<file path="src/hdl/assert_macros.svh">
// Assertion macros used by the dispatcher RTL.
// Expects aclk and aresetn in the scope of use.
`ifndef ASSERT_MACROS_SVH
`define ASSERT_MACROS_SVH

// expression holds at every clock edge out of reset
`define ASSERT_ALWAYS(label, expr, msg) \
    label: assert property (@(posedge aclk) disable iff (!aresetn) (expr)) else $error(msg);

// consequent holds in the cycle after the antecedent
`define ASSERT_NEXT(label, ante, cons, msg) \
    label: assert property (@(posedge aclk) disable iff (!aresetn) (ante) |=> (cons)) else $error(msg);

`endif

</file>
<file path="src/hdl/apd_pkg.sv">
// Package for the accelerator pool dispatcher: widths, codes, types.
// No dependencies.
package apd_pkg;

    localparam int NUM_UNITS_DEF   = 8;
    localparam int QUEUE_DEPTH_DEF = 64;
    localparam int STALL_DEPTH_DEF = 64;
    localparam int NUM_WORKERS_DEF = 16;

    localparam int TAG_W      = 8;
    localparam int UNIT_W     = 3;
    localparam int KIND_W     = 3;
    localparam int CNT_W      = 7;
    localparam int LIVE_W     = 4;
    localparam int WID_W      = 8;
    localparam int ROUTE_W    = 48;
    localparam int CFG_ADDR_W = 2;
    localparam int CFG_DATA_W = 48;
    localparam int S_DATA_W   = 24;
    localparam int M_DATA_W   = 16;

    typedef enum logic [KIND_W-1:0] {
        KIND_ACCEPTED   = 3'd0,
        KIND_DISPATCHED = 3'd1,
        KIND_FORWARDED  = 3'd2,
        KIND_STALLED    = 3'd3,
        KIND_DROPPED    = 3'd4
    } kind_t;

    typedef enum logic [CFG_ADDR_W-1:0] {
        CFG_MODE  = 2'd0,
        CFG_UNITS = 2'd1,
        CFG_LIMIT = 2'd2,
        CFG_ROUTE = 2'd3
    } cfg_idx_t;

    typedef enum logic [2:0] {
        ST_IDLE,
        ST_PROMOTE,
        ST_SELECT,
        ST_EMIT_FIRST,
        ST_EMIT_DISP,
        ST_EMIT_FWD
    } back_state_t;

    typedef struct packed {
        logic              per_unit_mode;
        logic [LIVE_W-1:0] live_units;
        logic [CNT_W-1:0]  admit_limit;
    } cfg_t;

    typedef struct packed {
        logic              is_done;
        logic [TAG_W-1:0]  tag;
        logic [UNIT_W-1:0] q;
        logic [UNIT_W-1:0] done_unit;
        logic              done_ok;
    } job_t;

endpackage

</file>
<file path="src/hdl/apd_front.sv">
// Front end: accepts items, resolves the target queue, holds them in a
// two-entry queue for the back end. Depends on apd_pkg.
module apd_front #(
    parameter int NUM_WORKERS = apd_pkg::NUM_WORKERS_DEF
) (
    input  logic                          aclk,
    input  logic                          aresetn,
    input  logic                          s_tvalid,
    output logic                          s_tready,
    // job_tag[7:0], has_worker[8], worker_id[16:9], done_unit[19:17], zero pad
    input  logic [apd_pkg::S_DATA_W-1:0]  s_tdata,
    // req_type
    input  logic                          s_tuser,
    input  apd_pkg::cfg_t                 cfg,
    input  logic [apd_pkg::ROUTE_W-1:0]   route,
    output logic                          job_valid,
    output apd_pkg::job_t                 job,
    input  logic                          job_pop
);
    import apd_pkg::*;

    logic [TAG_W-1:0]  in_tag;
    logic              in_hw;
    logic [WID_W-1:0]  in_wid;
    logic [UNIT_W-1:0] in_done;
    logic [UNIT_W-1:0] entry;
    logic              hit;
    job_t              cls;

    job_t              fifo_reg [2];
    logic              wr_ptr_reg, wr_ptr_next;
    logic              rd_ptr_reg, rd_ptr_next;
    logic [1:0]        count_reg, count_next;
    logic              push;

    assign in_tag  = s_tdata[7:0];
    assign in_hw   = s_tdata[8];
    assign in_wid  = s_tdata[16:9];
    assign in_done = s_tdata[19:17];

    always_comb begin
        entry = '0;
        for (int w = 0; w < NUM_WORKERS; w++) begin
            if (in_wid == WID_W'(w)) begin
                entry = route[UNIT_W*w +: UNIT_W];
            end
        end
        hit = in_hw && (in_wid < WID_W'(NUM_WORKERS));
        cls.is_done   = s_tuser;
        cls.tag       = in_tag;
        cls.done_unit = in_done;
        cls.done_ok   = {1'b0, in_done} < cfg.live_units;
        if (s_tuser) begin
            cls.q = cfg.per_unit_mode ? in_done : '0;
        end else if (cfg.per_unit_mode && hit && ({1'b0, entry} < cfg.live_units)) begin
            cls.q = entry;
        end else begin
            cls.q = '0;
        end
    end

    assign s_tready  = (count_reg != 2'd2);
    assign push      = s_tvalid && s_tready;
    assign job_valid = (count_reg != 2'd0);
    assign job       = fifo_reg[rd_ptr_reg];

    always_comb begin
        wr_ptr_next = push ? ~wr_ptr_reg : wr_ptr_reg;
        rd_ptr_next = job_pop ? ~rd_ptr_reg : rd_ptr_reg;
        count_next  = count_reg + 2'(push) - 2'(job_pop);
    end

    always_ff @(posedge aclk) begin
        if (!aresetn) begin
            wr_ptr_reg <= 1'b0;
            rd_ptr_reg <= 1'b0;
            count_reg  <= 2'd0;
        end else begin
            wr_ptr_reg <= wr_ptr_next;
            rd_ptr_reg <= rd_ptr_next;
            count_reg  <= count_next;
        end
    end

    always_ff @(posedge aclk) begin
        if (push) begin
            fifo_reg[wr_ptr_reg] <= cls;
        end
    end

endmodule

</file>
<file path="config.mk">
export PLATFORM = sky130hd
export DESIGN_NAME = apd_front
export DESIGN_NICKNAME = d
export VERILOG_FILES = /design/src/hdl/assert_macros.svh /design/src/hdl/apd_pkg.sv /design/src/hdl/apd_front.sv
export SDC_FILE = /design/constraint.sdc
export NUM_CORES = 1
export LEC_CHECK = 0
export BUFFER_PORTS_ARGS = -buffer_cell sky130_fd_sc_hd__buf_2
export CORE_UTILIZATION = 41
export CTS_CLUSTER_SIZE = 24
export DETAILED_ROUTE_END_ITERATION = 7
export GPL_ROUTABILITY_DRIVEN = 0
export PLACE_DENSITY = 0.72
export RECOVER_POWER = 50
export SETUP_SLACK_MARGIN = 0.2
export SLEW_MARGIN = 20
export SYNTH_ARGS = -nofsm -noshare
export SYNTH_HDL_FRONTEND = slang
export SYNTH_SLANG_ARGS = --single-unit
</file>
<file path="constraint.sdc">
create_clock -name aclk -period 3.2 [get_ports aclk]
set_clock_uncertainty 0.2 [all_clocks]
set_input_delay 0.96 -clock aclk [delete_from_list [all_inputs] [get_ports aclk]]
set_output_delay 0.96 -clock aclk [all_outputs]
set_load 0.01 [all_outputs]
</file>
==> Word level (Yosys, flattened, before mapping) <==
Memories as Yosys holds them, arrays and structs flattened. A register that Yosys moved wholly into a read port is not among the register bits.
Index checks and enable logic that the tools add are counted.
{ "classes": {"add_sub_neg": 2, "magnitude_cmp": 3, "n_eq_ne": 16, "n_mux": 23, "bitwise_logic": 2, "n_reduce_logical": 6} }
{ "op_table": {"columns": ["operator", "count"], "rows": [
  ["equality test 8 x 4 -> 1 bit (second input constant)", 8],
  ["2-to-1 mux 3 bit", 19],
  ["equality test 8 x 3 -> 1 bit (second input constant)", 4],
  ["equality test 8 x 2 -> 1 bit (second input constant)", 2],
  ["equality test 8 x 1 -> 1 bit (second input constant)", 1],
  ["logical NOT 8 bit", 1],
  ["< comparator 3 x 4 -> 1 bit", 2],
  ["< comparator 8 x 5 -> 1 bit (second input constant)", 1],
  ["logical AND 1 bit", 4],
  ["2-to-1 mux 1 bit", 4],
  ["adder 2 x 1 -> 2 bit", 1],
  ["!= test 2 bit (second input constant)", 1],
  ["inverter 1 bit", 2],
  ["nonzero test 2 bit", 1],
  ["subtractor 2 x 1 -> 2 bit", 1]
]} }
{ "totals": {"register_bits": 4, "ram_bits": 32, "word_cells": 56, "memories": 1} }
{ "mem_list": {"columns": ["name", "depth", "word_bits", "read_ports", "rd_ports_with_merged_regs", "write_ports", "line_no", "source"], "rows": [
  ["fifo_reg", 2, 16, 1, 1, 1, "apd_front.sv:30", "job_t fifo_reg [2];"]
]} }

==> Depth between registers and ports, before layout <==
Gate-level depths: netlist of the first run.
{ "depth": {"ltp_word": 21, "ltp_mapped": 14, "depth_no_buf": 11} }

==> Worst setup path before layout of the first run <==
OpenSTA, ideal clock, no wires.
{ "synth_path": {"kind": "input -> register", "from": "in s_tdata[10] in the netlist's numbering", "to": "mem fifo_reg[0][4] in the netlist's numbering, data pin", "setup_time_ps": 260, "arrival_time_ps": 2784, "required_time_ps": 2740, "setup_slack_ps": -44, "cell_stages": 13, "n_path_buf": 3, "cell_sequence": "buf_6 > buf_6 > buf_2 > mux2i_1 > a211oi_1 > o22ai_1 > o21ai_1 > and2_1 > ha_1 > inv_1 > o2111ai_1 > nor3_1 > a32o_1"} }
{ "synth_rtl": {"columns": ["element", "line_no", "source"], "rows": [
  ["start: declaration", "apd_front.sv:11", "input logic [apd_pkg::S_DATA_W-1:0] s_tdata,"],
  ["end: declaration", "apd_front.sv:30", null]
]} }

==> results of run 1 <==
per-layer routing:
metal | up-vias | GRT usage, % | part of all wire [%]
li1 | 883 | - | -
met1 | 810 | 19.10 | 41
met2 | 76 | 31.03 | 50
met3 | 8 | 3.388 | 6.3
met4 | 0 | 8.595 | 2.3
met5 | - | 0 | 0
cell families after synthesis:
group                    Yosys count  synth area share, %
AND/OR/NAND/NOR                   40                11.61
AO/OA/AOI/OAI                     33                11.73
XOR/XNOR                           3                1.220
buffers and inverters             18                4.355
multiplexers                      30                18.35
flip-flops                        37                49.25
adder cells (fa/ha/maj)            6                3.484
power groups by stage:
stage,Sequential [mW],Clock [mW],Combinational (mW)
2_1_floorplan,0.628,0,0.220
5_1_grt,0.633,0.330,0.402
6_report,0.626,0.299,0.359
3_3_place_gp,0.632,0,0.356
3_5_place_dp,0.636,0,0.363
4_1_cts,0.626,0.312,0.369
what timing repair did:
item | in CTS | in global routing
setup buffers | 1 | 0
cloned | 1 | 0
pin swaps | 4 | 2
endpoints found under the setup margin | 4 | 6
resized for setup | 7 | 2
layout make-up:
type	instances	area [um2]	area share (%)
clock buffer	5	68.82	2.360
clock inverter	3	17.52	0.6006
inverter	8	30.03	1.030
multi-input combinational	112	1018	34.92
sequential	37	1061	36.38
tap	70	87.58	3.003
timing repair buffer	116	633.1	21.71
stage by stage:
step,setup slack (ns),utilization (%),cell area [um2]
5_1_grt,0.1104,57.47,2917
6_report,0.2078,57.47,2917
3_3_place_gp,-0.1764,55.35,2809
4_1_cts,0.2295,57.64,2925
2_1_floorplan,0.04089,-,2183
3_5_place_dp,-0.1855,55.35,2809
cell usage after synthesis (3+ instances only):
cell	count	area share, %
a21oi_1	4	0.93
and2_1	6	1.7
buf_2	3	0.70
buf_6	3	1.6
clkbuf_1	3	0.52
dfxtp_1	5	4.6
edfxtp_1	32	45
ha_1	6	3.5
inv_1	8	1.4
mux2_2	17	8.9
mux2i_1	8	3.7
mux4_1	3	3.7
nand2_1	5	0.87
nand2b_1	4	1.2
nor2_1	4	0.70
nor3_1	3	0.70
o21ai_0	4	0.93
worst paths after layout:
kind / to / cells past startpoint / slack (ns) / from
hold reg to reg: rd_ptr_reg$_SDFFE_PN0P_ / 2 / 0.38 / rd_ptr_reg$_SDFFE_PN0P_
hold / removal: rd_ptr_reg$_SDFFE_PN0P_ / 2 / 0.38 / rd_ptr_reg$_SDFFE_PN0P_
setup / recovery: fifo_reg[1][6]$_DFFE_PP_ / 10 / 0.21 / s_tdata[9]
setup reg to reg: fifo_reg[0][12]$_DFFE_PP_ / 4 / 1.19 / count_reg[0]$_SDFF_PN0_
placed cells by master, fill, tap and decap left out, types with 2 or more instances in the layout:
master,netlist,layout
and2_0,0,2
nand2_1,5,5
mux2_2,17,17
and3b_1,2,2
a21oi_1,4,4
buf_2,3,86
nor2_1,4,4
o22ai_1,2,2
o31a_1,2,2
mux2i_1,8,8
dfxtp_1,5,5
buf_6,3,3
nor3_1,3,3
nand3b_1,2,2
nand4b_1,2,2
nand4_1,2,2
clkbuf_8,0,5
nand2b_1,4,4
xnor2_1,2,2
clkbuf_1,3,9
edfxtp_1,32,32
buf_4,0,18
o211ai_1,2,2
a32o_2,1,3
clkinv_2,0,2
inv_1,8,7
o21ai_0,4,4
and3_1,2,2
ha_1,6,6
o32ai_1,2,2
mux4_1,3,3
and2_1,6,4
a31oi_1,2,2
nor4_2,2,2
critical path, stage by stage:
cell and delay (ns):
buf_6 0.12, inv_2 0.05, a21oi_1 0.05, o31a_1 0.28
o31a_1 0.26, o31ai_2 0.30, ha_1 0.29, o211a_1 0.23
a211oi_2 0.22, a32o_2 0.17
==> results.txt, run 1 <==
----------------------------------------------------
[Detailed routing]
  DRC violation total after the first TritonRoute iteration ... 41
  Total wirelength of the detailed-routed design ... 4483 um
  Routed len/inst ... 12.77 um
  Count of antenna-violating nets left after detailed routing ... 0
  Detailed-route via count ... 1777
  Detailed-route vias per instance ... 5.063
  Count of unresolved DRC violations after routing ... 0
  Pre-Repair DR Iteration Count ... 6

[Timing]
  Hold slack final ... 0.3771 ns
  Slew headroom ... 36.96%
  Final worst path period share ... 93.50%
  Tmin final ... 2.992 ns
  Final count of negative-setup-slack endpoints ... 0
  Slew of the pin with the lowest slew margin ... 0.9456 ns
  Highest clock frequency the design can meet ... 334.2 MHz
  Total count of max-transition violations in the final report ... 0
  Number of hold violations in the final report ... 0
  Unrepaired setup endpoints after global routing ... yes
  Final total negative setup slack ... 0 ns

[Pwr]
  Share of power burned in the clock network ... 23.3%
  Worst supply voltage drop on vdd ... 0.1742 mV
  Power density normalized to cell area ... 440.3 nW/um2
  Design internal power ... 939.1 uW
  Overall power of the completed layout ... 1.284 mW
  Net Switching ... 345.1 uW
  Share of total power in combinational logic ... 28.0%
  Sequential fraction of design power ... 48.7%
  Leakage component of the power ... 1.257 nW
  Switching power share of the total ... 26.87%

[CTS]
  Clock transition at path regs ... 0.07 ns
  Maximum buffer depth of the clock tree ... 2
  Clock latency of the later-clocked register in the worst-skew pair ... 0.28 ns
  CTS H-Tree Depth ... 2
  Number of buffers inserted during clock tree synthesis ... 5
  Total number of clock tree sinks ... 37
  TritonCTS clock tree ... done
  Buffer cell driving the clock tree root ... clkbuf_8
  Number of buffers inserted for hold repair after clock tree synthesis ... 0

[Critical path]
  Data arrival time of the worst path ... 2.94 ns
  Maximum fanout count along the critical path ... 8
  Worst path required time ... 3.15 ns
  Kind of start point of the critical path ... input port
  Kind of end point of the critical path ... register
  Setup CP Type ... in -> reg

[Cells and area]
  P&R area growth vs syn ... 35.37%
  Antenna Cells ... 0
  Share of layout cells above drive strength 1 ... 51.96%
  Post-layout net count ... 375
  Final cell count without fillers ... 351
  Max FFs per register ... 32
  Total of fill cells in the finished design ... 458

[Synthesis]
  Number of synthesized register bits ... 37
  Synth Instances ... 167
  Number of synthesized flops with an enable pin ... 32
  Fraction of registers with async set or reset after synthesis ... 0%
  Unique masters post-synth ... 52
  Part of the Yosys area used for sequential elements ... 49.25%
  Number of nets in the synthesized netlist ... 262
  Yosys warns ... 0
  Post-synth top flop ... edfxtp_1
  Post-synth design cell area ... 2155 um2
  Synth Area per Inst ... 12.90 um2

[Min path]
  Hold Path Class ... reg -> reg

[Run]
  Max Cap Violations ... 0

[Floorplanning]
  Die Area ... 5549 um2
  Starting density of the core ... 42.46%
  Core Rows ... 26
  Horizontal die dimension ... 74.49 um
  Die Y ... 74.49 um
  Core outline area ... 5075 um2
  Count of pins on the block boundary ... 107

[Global routing]
  First-pass GRT wire length ... 7100 um
  Vias in the first global route ... 1648
  Largest net degree at the start of global routing ... 17
  Gr usage total ... 17.16%
  Congestion Overflow GR ... 0
  Initial antenna violation count ... 0

[Run status]
  Status ... finished clean

[Place]
  DPL Wire Length ... 3602 um
  Instance count after placement with tap cells included ... 341
  Count of buffers from port buffering ... 95

----------------------------------------------------
No activity file was read; power rests on OpenSTA's default activity.
==> inputs of run 2 (changes only) <==
--- a/config.mk
+++ b/config.mk
@@ -12,2 +12,3 @@
 export GPL_ROUTABILITY_DRIVEN = 0
+export HOLD_SLACK_MARGIN = 0.08
 export PLACE_DENSITY = 0.72
--- a/constraint.sdc
+++ b/constraint.sdc
@@ -4,2 +4,2 @@
 set_output_delay 0.96 -clock aclk [all_outputs]
-set_load 0.01 [all_outputs]
+set_load 0.05 [all_outputs]
==> run 2 against run 1 <==
Routed wire length rose by 2.3%. Sequential cell count did not move. Die area did not move. First-iteration DRC count rose by 12%. Sequential share of layout area fell by 0.34 points. Via count fell by 0.62%. Hold slack improved by 0.0034 ns. Fmax rose by 0.16%. Clock-buffer cell count rose by 2. Core utilization rose by 0.54 points. Highest routed layer unchanged.
==> results.txt, run 2 (synthesis gave the netlist of run 1 again) <==
----------------------------------------------------
[Detailed routing]
  Total wirelength of the detailed-routed design ... 4588 um (+2.3%)
  Count of unresolved DRC violations after routing ... 0 (unchanged)
  Detailed-route vias per instance ... 5.031 (-0.62%)
  Pre-Repair DR Iteration Count ... 4 (-2)
  DRC violation total after the first TritonRoute iteration ... 46 (+12%)
  Detailed-route via count ... 1766 (-0.62%)
  Routed len/inst ... 13.07 um (+2.3%)
  Count of antenna-violating nets left after detailed routing ... 0 (unchanged)

[Place]
  Instance count after placement with tap cells included ... 341 (unchanged)
  DPL Wire Length ... 3626 um (+0.67%)
  Minimum setup slack after placement ... -0.1863 ns (-0.0008210 ns)
  Count of buffers from port buffering ... 95 (unchanged)

[Floorplanning]
  Horizontal die dimension ... 74.49 um (unchanged)
  Core Rows ... 26 (unchanged)
  Starting density of the core ... 42.46% (unchanged)
  Die Area ... 5549 um2 (unchanged)
  Die Y ... 74.49 um (unchanged)
  Core outline area ... 5075 um2 (unchanged)
  Count of pins on the block boundary ... 107 (unchanged)

[Timing]
  Hold slack final ... 0.3805 ns (+0.003364 ns)
  Slew headroom ... 37.96% (+1.0 points)
  Final total negative setup slack ... 0 ns (unchanged)
  Final worst path period share ... 93.35% (-0.15 points)
  Highest clock frequency the design can meet ... 334.7 MHz (+0.16%)
  Slew of the pin with the lowest slew margin ... 0.9306 ns (-0.01499 ns)
  Tmin final ... 2.987 ns (-0.004847 ns)
  Total count of max-transition violations in the final report ... 0 (unchanged)
  Post-route worst setup slack ... 0.2127 ns (+0.004847 ns)
  Final count of negative-setup-slack endpoints ... 0 (unchanged)
  Unrepaired setup endpoints after global routing ... yes
  Number of hold violations in the final report ... 0 (unchanged)

[Critical path]
  Setup CP Type ... in -> reg
  Endpoint of the most critical setup path ... fifo_reg[1][6]$_DFFE_PP_
  Slack of the worst reg-to-reg path ... 1.20 ns (about the same)
  Worst path required time ... 3.15 ns (about the same)
  Path depth of the worst reg2reg path ... 4 (unchanged)
  Kind of end point of the critical path ... register
  Slowest cell on crit path ... mux4_1
  Kind of start point of the critical path ... input port
  Data arrival time of the worst path ... 2.93 ns (about the same)
  Origin of the critical flop-to-flop path ... count_reg[0]$_SDFF_PN0_
  Maximum fanout count along the critical path ... 8 (unchanged)
  End of the worst register-to-register path ... fifo_reg[0][10]$_DFFE_PP_
  Cells along the critical path ... buf_6 -> mux4_1 -> o22ai_1 -> o31ai_4 -> ha_1 -> o211a_1 -> a211oi_2 -> a32o_2
  Source of the critical timing path ... s_tdata[9]
  Largest incremental delay on the critical path ... 0.57 ns (+0.27 ns)

[CTS]
  Maximum buffer depth of the clock tree ... 2 (unchanged)
  Total number of clock tree sinks ... 37 (unchanged)
  CTS H-Tree Depth ... 2 (unchanged)
  Number of buffers inserted during clock tree synthesis ... 5 (unchanged)
  TritonCTS clock tree ... done
  Clock latency of the later-clocked register in the worst-skew pair ... 0.28 ns (about the same)
  Number of buffers inserted for hold repair after clock tree synthesis ... 0 (unchanged)
  Clock transition at path regs ... 0.06 ns (about the same)
  Buffer cell driving the clock tree root ... clkbuf_8

[Cells and area]
  P&R area growth vs syn ... 36.64%
  Post-layout net count ... 375 (unchanged)
  Leading cell type in the layout, fill and taps excluded ... buf_2
  Max FFs per register ... 32 (unchanged)
  Antenna Cells ... 0 (unchanged)
  Share of layout cells above drive strength 1 ... 51.25% (-0.71 points)
  Most frequent cells in the layout ... buf_2 (85), edfxtp_1 (32), buf_4 (18)
  Final cell count without fillers ... 351 (unchanged)
  Total of fill cells in the finished design ... 455 (-0.66%)

[Run]
  Max Cap Violations ... 0 (unchanged)

[Pwr]
  Net Switching ... 494.6 uW (+43%)
  Design internal power ... 985.0 uW (+4.9%)
  Share of power burned in the clock network ... 23.1% (-0.2 points)
  Power density normalized to cell area ... 502.6 nW/um2 (+14%)
  Share of total power in combinational logic ... 34.6% (+6.6 points)
  Sequential fraction of design power ... 42.4% (-6.3 points)
  Overall power of the completed layout ... 1.480 mW (+15%)
  Leakage component of the power ... 1.267 nW (+0.84%)
  Worst supply voltage drop on vdd ... 0.2021 mV (+16%)
  Switching power share of the total ... 33.43% (+6.6 points)

[Global routing]
  Congestion Overflow GR ... 0 (unchanged)
  Vias in the first global route ... 1633 (-0.91%)
  Largest net degree at the start of global routing ... 17 (unchanged)
  First-pass GRT wire length ... 7065 um (-0.49%)
  Gr usage total ... 17.14% (-0.029 points)
  Initial antenna violation count ... 0 (unchanged)

[Run status]
  Status ... finished clean

[Min path]
  Hold depth ... 2 (unchanged)
  Worst hold start ... rd_ptr_reg$_SDFFE_PN0P_
  Hold Path Class ... reg -> reg

----------------------------------------------------
## run 2: cell types whose count changed in the layout (fill, tap and decap cells not counted), sizes merged
cell	previous run	this run
buf	107	106
clkinv	2	1
clkbuf	14	17
clkinvlp	1	0
## run 2: worst min-delay path by stage
stage | endpoint | slack, ns
after floorplan | wr_ptr_reg$_SDFFE_PN0P_ | 0.34
after global placement | wr_ptr_reg$_SDFFE_PN0P_ | 0.36
after detailed placement | wr_ptr_reg$_SDFFE_PN0P_ | 0.37
after CTS | register | 0.39
after global routing | rd_ptr_reg$_SDFFE_PN0P_ | 0.42
final | register | 0.38
## run 2: timing repair
| item | CTS | global route |
|---|---|---|
| setup endpoints to repair | 4 | 6 |
| hold endpoints to repair | 0 | 0 |
| pin swaps | 4 | 3 |
| gates cloned | 1 | 0 |
| setup buffers | 0 | 1 |
| gates resized for setup | 7 | 4 |
## run 2: critical path, delay by kind of cell
family,cells,cell delay (ns)
buf+inv,1,0.11
mux,1,0.57
compound gates,5,0.99
fa+ha+maj,1,0.28
## run 2: power by group through the flow
stage,sequential (mW),clock (mW),combinational (mW)
final,0.627,0.341,0.512
after global routing,0.633,0.372,0.551
after CTS,0.627,0.352,0.517
after detailed placement,0.636,0,0.513
after global placement,0.632,0,0.506
after floorplan,0.628,0,0.373
## run 2: routing by layer
layer	vias to the layer above	GRT usage (%)	share of wire (%)
li1	880	-	-
met3	9	3.523	6.7
met1	801	19.36	42
met2	76	30.93	50
met5	-	0	0
met4	0	7.757	2.1
## run 2: layout make-up
cell class,count,area (um2),area share (%)
clock buffers,7,96.34,3.272
clock inverters,1,5.005,0.1700
inverters,8,30.03,1.020
multi-input cells,112,1023,34.76
flip-flops and latches,37,1061,36.04
well taps,70,87.58,2.975
repair buffers,116,640.6,21.76
## run 2: per-stage QoR
step / instance area, um2 / utilization, %
after floorplan: 2183 / -
after global placement: 2809 / 55.35
after detailed placement: 2809 / 55.35
after CTS: 2933 / 57.79
after global routing: 2944 / 58.01
final: 2944 / 58.01
==> inputs of run 3 (changes only) <==
Settings changed: RECOVER_POWER 50 to 25.
==> run 3 against run 2 <==
Die area stayed put. Clock power is essentially flat. Register-to-register slack gained 0.24 ns. Via count stayed put. Core utilization up 0.12 points. Clock-buffer cell count stayed put. Sequential share of layout area is 0.076 points lower. Largest power group unchanged. Highest routed layer unchanged.
==> results.txt, run 3 (synthesis gave the netlist of run 1 again) <==
----------------------------------------------------
[Timing]
  Final count of negative-setup-slack endpoints ... 0 (unchanged)
  Highest clock frequency the design can meet ... 335.1 MHz (about the same)
  Unrepaired setup endpoints after global routing ... yes
  Total count of max-transition violations in the final report ... 0 (unchanged)
  Number of hold violations in the final report ... 0 (unchanged)
  Slew headroom ... 49.93% (+12 points)
  Slew of the pin with the lowest slew margin ... 0.7510 ns (-0.1796 ns)
  Tmin final ... 2.984 ns (-0.002913 ns)
  Final worst path period share ... 93.26% (about the same)

[Cells and area]
  Share of layout cells above drive strength 1 ... 52.31% (+1.1 points)
  Total of fill cells in the finished design ... 456 (+0.22%)
  Leading cell type in the layout, fill and taps excluded ... buf_2
  Most frequent cells in the layout ... buf_2 (87), edfxtp_1 (32), buf_4 (19)
  Antenna Cells ... 0 (unchanged)
  Post-layout net count ... 375 (unchanged)
  Final cell count without fillers ... 351 (unchanged)
  P&R area growth vs syn ... 36.93%
  Max FFs per register ... 32 (unchanged)

[Run status]
  Status ... finished clean

[Critical path]
  Origin of the critical flop-to-flop path ... count_reg[0]$_SDFF_PN0_
  Number of buffers and inverters on the critical path ... 1 (unchanged)
  Maximum fanout count along the critical path ... 8 (unchanged)
  Setup CP Type ... in -> reg
  Cells along the critical path ... buf_6 -> mux4_1 -> o22ai_1 -> o31ai_4 -> ha_1 -> o211a_1 -> a211oi_2 -> a32o_2
  Source of the critical timing path ... s_tdata[9]
  Slowest cell on crit path ... mux4_1
  Data arrival time of the worst path ... 2.93 ns (about the same)
  Endpoint of the most critical setup path ... fifo_reg[1][6]$_DFFE_PP_
  Largest incremental delay on the critical path ... 0.57 ns (about the same)
  Kind of end point of the critical path ... register
  Kind of start point of the critical path ... input port
  Slack of the worst reg-to-reg path ... 1.44 ns (+0.24 ns)
  Kind of cell with the highest combined delay on the critical path ... compound AO/OA/AOI/OAI gates
  Stages on worst setup path ... 8 (unchanged)
  Worst path required time ... 3.15 ns (about the same)
  Path depth of the worst reg2reg path ... 8 (+4)
  End of the worst register-to-register path ... count_reg[1]$_SDFF_PN0_

[Detailed routing]
  Count of unresolved DRC violations after routing ... 0 (unchanged)
  Detailed-route via count ... 1766 (unchanged)
  Total wirelength of the detailed-routed design ... 4586 um (about the same)
  Count of antenna-violating nets left after detailed routing ... 0 (unchanged)
  Detailed-route vias per instance ... 5.031 (unchanged)
  Pre-Repair DR Iteration Count ... 4 (unchanged)
  Routed len/inst ... 13.07 um (about the same)
  DRC violation total after the first TritonRoute iteration ... 48 (+4.3%)

[Floorplanning]
  Core outline area ... 5075 um2 (unchanged)
  Starting density of the core ... 42.46% (unchanged)
  Core Rows ... 26 (unchanged)
  Die Area ... 5549 um2 (unchanged)
  Horizontal die dimension ... 74.49 um (unchanged)
  Count of pins on the block boundary ... 107 (unchanged)
  Die Y ... 74.49 um (unchanged)

[Global routing]
  Vias in the first global route ... 1633 (unchanged)
  First-pass GRT wire length ... 7065 um (unchanged)
  Congestion Overflow GR ... 0 (unchanged)
  Initial antenna violation count ... 0 (unchanged)
  Largest net degree at the start of global routing ... 17 (unchanged)
  Gr usage total ... 17.14% (unchanged)

[CTS]
  Number of buffers inserted during clock tree synthesis ... 5 (unchanged)
  Buffer cell driving the clock tree root ... clkbuf_8
  TritonCTS clock tree ... done
  Clock latency of the later-clocked register in the worst-skew pair ... 0.28 ns (about the same)
  CTS H-Tree Depth ... 2 (unchanged)
  Clock transition at path regs ... 0.06 ns (about the same)
  Total number of clock tree sinks ... 37 (unchanged)
  Maximum buffer depth of the clock tree ... 2 (unchanged)
  Number of buffers inserted for hold repair after clock tree synthesis ... 0 (unchanged)

[Place]
  Instance count after placement with tap cells included ... 341 (unchanged)
  Count of buffers from port buffering ... 95 (unchanged)
  DPL Wire Length ... 3626 um (unchanged)

[Pwr]
  Overall power of the completed layout ... 1.482 mW (+0.15%)
  Leakage component of the power ... 1.277 nW (+0.80%)
  Design internal power ... 987.3 uW (+0.23%)
  Net Switching ... 494.5 uW (about the same)
  Switching power share of the total ... 33.37% (-0.055 points)
  Power density normalized to cell area ... 502.3 nW/um2 (about the same)
  Share of total power in combinational logic ... 34.7% (about the same)
  Sequential fraction of design power ... 42.2% (-0.2 points)
  Share of power burned in the clock network ... 23.0% (about the same)
  Worst supply voltage drop on vdd ... 0.2019 mV (-0.10%)

[Min path]
  Hold Path Class ... reg -> reg

[Run]
  Max Cap Violations ... 0 (unchanged)

----------------------------------------------------
==> run 3: cell count changes in the layout (fill, tap and decap cells not counted), sizes merged <==
cell | before | now
clkbuf | 17 | 14
buf | 106 | 109
==> run 3: final cells by class <==
class	count	area, um2	share of cell area [%]
clock buffers	7	96.34	3.265
clock inverters	1	5.005	0.1696
flip-flops and latches	37	1061	35.96
repair buffers	116	646.9	21.93
well taps	70	87.58	2.969
inverters	8	30.03	1.018
multi-input cells	112	1023	34.69
==> run 3: metrics by stage <==
stage | worst slack, ns | cell area, um2 | hold WS (ns) | util (%) | TNS (ns)
after CTS | 0.2305 | 2933 | 0.3882 | 57.79 | 0
after floorplan | 0.04089 | 2183 | 0.3415 | - | 0
after global placement | -0.1763 | 2809 | 0.3648 | 55.35 | -0.7668
after detailed placement | -0.1863 | 2809 | 0.3717 | 55.35 | -0.8350
after global routing | 0.09118 | 2950 | 0.4144 | 58.14 | 0
final | 0.2156 | 2950 | 0.3865 | 58.14 | 0
==> run 3: power by group through the flow <==
| stage | combinational (mW) | clock, mW | sequential (mW) |
|---|---|---|---|
| 6_report | 0.515 | 0.341 | 0.626 |
| 5_1_grt | 0.554 | 0.372 | 0.632 |
| 3_3_place_gp | 0.506 | 0 | 0.632 |
| 2_1_floorplan | 0.373 | 0 | 0.628 |
| 3_5_place_dp | 0.513 | 0 | 0.636 |
| 4_1_cts | 0.517 | 0.352 | 0.627 |
==> run 3: worst min path at each step <==
| stage | startpoint | to | slack [ns] | cells past startpoint |
|---|---|---|---|---|
| 2_1_floorplan | wr_ptr_reg$_SDFFE_PN0P_ | wr_ptr_reg$_SDFFE_PN0P_ | 0.34 | 2 |
| 3_5_place_dp | wr_ptr_reg$_SDFFE_PN0P_ | wr_ptr_reg$_SDFFE_PN0P_ | 0.37 | 2 |
| 5_1_grt | rd_ptr_reg$_SDFFE_PN0P_ | rd_ptr_reg$_SDFFE_PN0P_ | 0.41 | 2 |
| 4_1_cts | rd_ptr_reg$_SDFFE_PN0P_ | register | 0.39 | 2 |
| 6_report | rd_ptr_reg$_SDFFE_PN0P_ | register | 0.39 | 2 |
| 3_3_place_gp | wr_ptr_reg$_SDFFE_PN0P_ | wr_ptr_reg$_SDFFE_PN0P_ | 0.36 | 2 |
==> run 3: per-layer routing <==
layer	wire (um)	GRT usage, %	vias to the layer above
met1	1913	19.36	803
met4	97	7.757	0
met5	0	0	-
met2	2272	30.93	74
li1	-	-	880
met3	302	3.523	9
==> run 3: repair_timing <==
item	CTS	global route
setup endpoints to repair	4	6
setup buffers	0	1
pin swaps	4	3
resized for setup	7	4
cloned	1	0
==> run 3: worst min-delay path, delay by kind of cell, from the launching register on <==
family | cells | cell delay [ns]
flip-flops | 1 | 0.32
AND/OR/NAND/NOR | 1 | 0.15
XOR/XNOR | 1 | 0.08
